[src/rtl/bqsm_pkg.sv]
// shared types and constants for the bounded queue service monitor
// no dependencies
package bqsm_pkg;

  localparam int unsigned QueueDepthDef = 16;
  localparam int unsigned CountW        = 5;
  localparam int unsigned StampW        = 32;
  localparam int unsigned StimeW        = 4;
  localparam int unsigned SumW          = 48;
  localparam int unsigned InDataW       = 8;
  localparam int unsigned OutDataW      = 232;

  localparam logic [CountW-1:0] LimitReset = 5'd10;

  // one waiting client
  typedef struct packed {
    logic [StampW-1:0] stamp;
    logic [StimeW-1:0] stime;
  } entry_t;

endpackage

[src/rtl/bqsm_store.sv]
// waiting line storage: one write port, one registered read port with write forwarding
// depends on bqsm_pkg
module bqsm_store
  import bqsm_pkg::*;
#(
  parameter int unsigned DEPTH = QueueDepthDef,
  parameter int unsigned IDX_W = 4
) (
  input  logic             clk_i,
  input  logic             we_i,
  input  logic [IDX_W-1:0] waddr_i,
  input  entry_t           wdata_i,
  input  logic [IDX_W-1:0] raddr_i,
  output entry_t           rdata_o
);

  entry_t mem [DEPTH];
  entry_t rdata_q;

  always_ff @(posedge clk_i) begin
    if (we_i) begin
      mem[waddr_i] <= wdata_i;
    end
  end

  always_ff @(posedge clk_i) begin
    if (we_i && (waddr_i == raddr_i)) begin
      rdata_q <= wdata_i;
    end else begin
      rdata_q <= mem[raddr_i];
    end
  end

  assign rdata_o = rdata_q;

endmodule

[src/rtl/bounded_queue_service_monitor.sv]
// bounded queue service monitor: one input transaction is one tick of a single-server line
// a result is registered and valid in the cycle after its input transaction is accepted
// one transaction per cycle unless m_tready stalls, set by the registered next-head read
// reset: asynchronous active low, clears pointers, counters, totals and valid; limit goes to 10
// the line storage has no reset and needs no clearing pass
// depends on bqsm_pkg and bqsm_store
module bounded_queue_service_monitor
  import bqsm_pkg::*;
#(
  parameter int unsigned QUEUE_DEPTH = QueueDepthDef
) (
  input  logic                clk_i,
  input  logic                rst_ni,
  input  logic                cfg_we_i,
  input  logic [CountW-1:0]   cfg_wdata_i,   // queue_limit
  input  logic                s_tvalid,
  output logic                s_tready,
  input  logic [InDataW-1:0]  s_tdata,       // arrival_present, service_ticks, zero pad
  output logic                m_tvalid,
  input  logic                m_tready,
  output logic [OutDataW-1:0] m_tdata        // arrival_accepted, arrival_rejected,
                                             // service_started, served_wait, queue_length,
                                             // total_accepted, total_rejected, total_served,
                                             // total_wait, total_queue_length
);

  localparam int unsigned IDX_W = (QUEUE_DEPTH > 1) ? $clog2(QUEUE_DEPTH) : 1;
  localparam logic [CountW-1:0] LimitCap =
    CountW'((QUEUE_DEPTH > 31) ? 31 : QUEUE_DEPTH);
  localparam logic [IDX_W-1:0] LastIdx = IDX_W'(QUEUE_DEPTH - 1);
  localparam logic [StampW-1:0] Max32 = '1;
  localparam logic [SumW-1:0]   Max48 = '1;

  function automatic logic [IDX_W-1:0] next_idx(input logic [IDX_W-1:0] idx);
    return (idx == LastIdx) ? '0 : idx + 1'b1;
  endfunction

  logic [CountW-1:0] limit_q;
  logic [IDX_W-1:0]  head_q, head_d, tail_q, tail_d;
  logic [CountW-1:0] count_q, count_d, count_mid;
  logic [StimeW-1:0] busy_q, busy_d, busy_mid;
  logic [StampW-1:0] tick_q;
  logic [StampW-1:0] acc_cnt_q, acc_cnt_d, rej_cnt_q, rej_cnt_d, srv_cnt_q, srv_cnt_d;
  logic [SumW-1:0]   wait_sum_q, wait_sum_d, len_sum_q, len_sum_d;
  logic              m_tvalid_q;
  logic [OutDataW-1:0] m_tdata_q, m_tdata_d;

  logic              in_acc, arrive, push, rej, pop;
  logic [StimeW-1:0] stime;
  logic [CountW-1:0] eff_limit;
  logic [StampW-1:0] wait_val;
  logic [SumW:0]     wait_sum_add, len_sum_add;
  logic [IDX_W-1:0]  rd_addr;
  entry_t            rd_entry, front, new_entry;

  assign s_tready = !m_tvalid_q || m_tready;
  assign in_acc   = s_tvalid && s_tready;
  assign arrive   = s_tdata[0];
  assign stime    = s_tdata[StimeW:1];

  assign eff_limit = (limit_q < LimitCap) ? limit_q : LimitCap;
  assign new_entry = '{stamp: tick_q, stime: stime};

  always_comb begin
    push      = arrive && (count_q < eff_limit);
    rej       = arrive && !push;
    count_mid = count_q + CountW'(push);
    // an arrival into an empty line is served straight from the input when the server is idle
    front     = (count_q == '0) ? new_entry : rd_entry;
    pop       = (busy_q == '0) && (count_mid != '0);
    wait_val  = pop ? (tick_q - front.stamp) : '0;
    busy_mid  = pop ? front.stime : busy_q;
    busy_d    = (busy_mid != '0) ? busy_mid - 1'b1 : '0;
    count_d   = count_mid - CountW'(pop);
    head_d    = pop ? next_idx(head_q) : head_q;
    tail_d    = push ? next_idx(tail_q) : tail_q;

    acc_cnt_d = (push && (acc_cnt_q != Max32)) ? acc_cnt_q + 1'b1 : acc_cnt_q;
    rej_cnt_d = (rej && (rej_cnt_q != Max32)) ? rej_cnt_q + 1'b1 : rej_cnt_q;
    srv_cnt_d = (pop && (srv_cnt_q != Max32)) ? srv_cnt_q + 1'b1 : srv_cnt_q;

    wait_sum_add = {1'b0, wait_sum_q} + (SumW+1)'(wait_val);
    wait_sum_d   = wait_sum_add[SumW] ? Max48 : wait_sum_add[SumW-1:0];
    len_sum_add  = {1'b0, len_sum_q} + (SumW+1)'(count_d);
    len_sum_d    = len_sum_add[SumW] ? Max48 : len_sum_add[SumW-1:0];

    m_tdata_d = {len_sum_d, wait_sum_d, srv_cnt_d, rej_cnt_d, acc_cnt_d,
                 count_d, wait_val, pop, rej, push};
  end

  // keep the read register pointed at the head for the next tick
  assign rd_addr = in_acc ? head_d : head_q;

  bqsm_store #(
    .DEPTH (QUEUE_DEPTH),
    .IDX_W (IDX_W)
  ) u_store (
    .clk_i   (clk_i),
    .we_i    (in_acc && push),
    .waddr_i (tail_q),
    .wdata_i (new_entry),
    .raddr_i (rd_addr),
    .rdata_o (rd_entry)
  );

  always_ff @(posedge clk_i or negedge rst_ni) begin
    if (!rst_ni) begin
      limit_q <= LimitReset;
    end else if (cfg_we_i) begin
      limit_q <= cfg_wdata_i;
    end
  end

  always_ff @(posedge clk_i or negedge rst_ni) begin
    if (!rst_ni) begin
      head_q     <= '0;
      tail_q     <= '0;
      count_q    <= '0;
      busy_q     <= '0;
      tick_q     <= '0;
      acc_cnt_q  <= '0;
      rej_cnt_q  <= '0;
      srv_cnt_q  <= '0;
      wait_sum_q <= '0;
      len_sum_q  <= '0;
    end else if (in_acc) begin
      head_q     <= head_d;
      tail_q     <= tail_d;
      count_q    <= count_d;
      busy_q     <= busy_d;
      tick_q     <= tick_q + 1'b1;
      acc_cnt_q  <= acc_cnt_d;
      rej_cnt_q  <= rej_cnt_d;
      srv_cnt_q  <= srv_cnt_d;
      wait_sum_q <= wait_sum_d;
      len_sum_q  <= len_sum_d;
    end
  end

  always_ff @(posedge clk_i or negedge rst_ni) begin
    if (!rst_ni) begin
      m_tvalid_q <= 1'b0;
    end else if (in_acc) begin
      m_tvalid_q <= 1'b1;
    end else if (m_tready) begin
      m_tvalid_q <= 1'b0;
    end
  end

  always_ff @(posedge clk_i) begin
    if (in_acc) begin
      m_tdata_q <= m_tdata_d;
    end
  end

  assign m_tvalid = m_tvalid_q;
  assign m_tdata  = m_tdata_q;

endmodule

[config.mk]
export PLATFORM = sky130hd
export DESIGN_NAME = bounded_queue_service_monitor
export DESIGN_NICKNAME = d
export VERILOG_FILES = /design/src/rtl/bqsm_pkg.sv /design/src/rtl/bqsm_store.sv /design/src/rtl/bounded_queue_service_monitor.sv
export SDC_FILE = /design/constraint.sdc
export NUM_CORES = 1
export LEC_CHECK = 0
export ABC_AREA = 1
export BUFFER_PORTS_ARGS = -buffer_cell sky130_fd_sc_hd__buf_2
export CELL_PAD_IN_SITES_DETAIL_PLACEMENT = 1
export CELL_PAD_IN_SITES_GLOBAL_PLACEMENT = 1
export CORE_MARGIN = 2
export CORE_UTILIZATION = 40
export CTS_CLUSTER_DIAMETER = 60
export DETAILED_ROUTE_END_ITERATION = 12
export PLACE_DENSITY_LB_ADDON = 0.1
export SLEW_MARGIN = 20
export SYNTH_ARGS = -nofsm -noshare
export SYNTH_HDL_FRONTEND = slang
export SYNTH_SLANG_ARGS = --single-unit
export TNS_END_PERCENT = 1
[constraint.sdc]
create_clock -name clk_i -period 7.73 [get_ports clk_i]
set_input_delay 1.9325 -clock clk_i [delete_from_list [all_inputs] [get_ports clk_i]]
set_output_delay 1.9325 -clock clk_i [all_outputs]
set_load 0.005 [all_outputs]
==> metrics <==
status finished, final reports clean; yosys warns 0; DP HPWL 104 mm; ys flop type edfxtp_1; area fraction of the dominant cell type after synthesis 48.3%; Rel. slew slack 20.3%; DR vias/cell 5.39; critical path type reg2reg; cells after synthesis 5063; post-place setup slack 0.887 ns; register area share after synthesis 60.8%; hold_buf cts 0; layout cells sized above 1 12.2%; Setup Skew 0.0318 ns; global route overflow 0; Die X 358 µm; Critical Path RT approximately 8.2 ns; root buf cell clkbuf_16; initial antenna violation count 4; Syn Area/Cell 9.92 µm²; Global Route Usage Sum 24.8%; Synth Area in Compound Gates under 10%; Initial Util approximately 40%; Setup crit end kind register; Cell variety after synth approximately 60; Seq cells post-synth ~1100; EDFF count, synth 808; vias 38200; area of the core 0.125 mm²; setup violators final 0; Pre-antenna DRT Iters 5; register area 0.0305 mm²; Cell Rows 130; Final ANT Viol Nets 0; filler cell count about 14000; die height about 360 µm; FF-to-FF setup slack 1.10 ns; top post-synthesis cells by area edfxtp_1 48%, dfrtp_1 12%, nand2_1 8.7%; IO Pins 252; CP arrival 7.06 ns; worst-case hold slack 0.483 ns; Syn Std Cell Area 0.0502 mm²; MaxCap Viol Count 0; die area 0.128 mm²; Slowest cell on crit path dfxtp_4; area growth from synthesis to layout 15.2%; Synth Area in Adders 2.31%; P_leak 22.4 nW; post-layout min period 6.63 ns; PwrDens roughly 380 mW/mm²; mux cell area share after synthesis 0.0897%; Syn Nets 5172; H-Tree Depth 4; RSZ-0062 raised after global routing false; fin worst setup slack 1.10 ns; Skew-Pair Late Insertion Delay 0.76 ns; Slew Limit Fails 0; Startpoint Class register; post-synthesis xor/xnor area fraction 2.66%; clock tree buffer depth 3; clk sink count 1059; final wirelength 160 mm; crit-path max cell delay about 0.72 ns; vias in the first global route 39200; achievable clock frequency about 150 MHz; CP Max Fanout 141; DR WL/cell 22.5 µm; fin crit share 85.7%; commonest cells after routing, fill and taps aside 1166 x nand2_1, 808 x edfxtp_1, 607 x nor2_1, 473 x o21ai_0, 354 x inv_1; setup_tns 0 ns; Post-Synth Simple-Gate Area 20.0%; biggest area consumer among synthesized cells edfxtp_1; VDD IR-drop max approximately 0.30 mV; Worst Max-Slew Pin Slew between 1 and 1.5 ns; final net count 5436; DRC 0; Detailed Route Iter0 Violations 2551; ys async rst share 23.3%; CTS resizes 0; TritonCTS clock tree yes; first-pass GRT wire length 241 mm; critical path's top delay family compound AO/OA/AOI/OAI gates; CP bufs+invs 4; Routability Congestion around 0.88; Hold Fails Final Rpt 0; Post-CTS Setup Bufs 0; most common cell after layout, fill and taps aside nand2_1; pin count of the biggest net entering global routing 208; CTS buffer count 132; Hold Crit Class reg2reg; Clock Pin Slew Worst Setup and Hold Paths 0.06 ns; main combinational cell family by area after synthesis simple AND/OR/NAND/NOR gates; area of the multi-input gates 0.0175 mm²; PortBufs 248
[logic make-up (layout without fill, tap and decap cells)]
logic type,Yosys count,count (layout)
AOI/OAI and AO/OA,828,828
xor gates and xnor gates,151,151
adders and majority gates,91,91
buffers and inverters,567,935
DFF,1059,1059
muxes,4,4
other,0,3
and+or+nand+nor,2363,2363
[layer usage]
layer | track usage [%] | part of all wire (%) | vias to the layer above
met5 | 0 | 0 | -
met4 | 6.79 | 2.1 | 0
met3 | 3.97 | 4.2 | 184
met2 | 41.7 | 48 | 697
met1 | 33.2 | 45 | 19300
li1 | - | - | 18000
[synth_stat cells, drive strengths merged (5+ instances only)]
cell type	number
nor2	643
nand3	321
ha	88
o211ai	22
a21o	11
clkbuf	109
inv	367
o21ai	516
or2	21
nor4	29
buf	89
o21bai	5
nor3	86
nand4	66
nand3b	9
a21oi	108
xnor2	35
o22ai	30
o221ai	96
dfrtp	245
a31oi	27
edfxtp	808
xor2	116
nand2	1177
a21boi	6
[tightest hold or removal path, stage by stage (launching register included)]
cell and delay, ns:
dfrtp_1 0.34, nand2_1 0.05, nand2_1 0.05
[final timing paths]
check                      cells after the start          start             end
min                                            2  acc_cnt_q[29]   acc_cnt_q[29]
max in group asynchronous                      2         rst_ni   acc_cnt_q[12]
min reg2reg                                    2  acc_cnt_q[29]   acc_cnt_q[29]
max reg2reg                                   26       register    m_tdata[171]
min in group asynchronous                      1         rst_ni  wait_sum_q[31]
max                                           26       register    m_tdata[171]
[area by class of cell]
| cell class | instances | area share [%] |
|---|---|---|
| Multi-Input combinational cell | 3437 | 30.2 |
| Clock buffer | 178 | 6.40 |
| Timing Repair Buffer | 328 | 3.50 |
| Tap cell | 1650 | 3.57 |
| Antenna cell | 3 | 0.0130 |
| Clock inverter | 60 | 1.06 |
| Inverter | 369 | 2.43 |
| Sequential cell | 1059 | 52.8 |
[flip-flops by register name, summed over array words and instances (netlist names), 32 cells and up, named ones only]
signal / cells
acc_cnt_q: 32
len_sum_q: 48
m_tdata: 232
rej_cnt_q: 32
srv_cnt_q: 32
tick_q: 32
u_store.mem: 576
wait_sum_q: 48
[report_power, final]
part           internal (mW)  switching (mW)
combinational           2.52            5.72
sequential              7.17           0.694
clock                   3.69            2.47
[through the flow]
step | cell area [µm²] | power [mW] | cells | utilization (%)
after floorplan | 50200 | 13.0 | 5063 | -
after global placement | 53500 | 16.1 | 6842 | 42.8
after detailed placement | 53500 | 16.2 | 6843 | 42.8
after CTS | 57900 | 22.5 | 7081 | 46.2
after global routing | 57900 | 23.7 | 7083 | 46.3
final | 57900 | 22.3 | 7084 | 46.3
(Power assumes the default switching activity.)
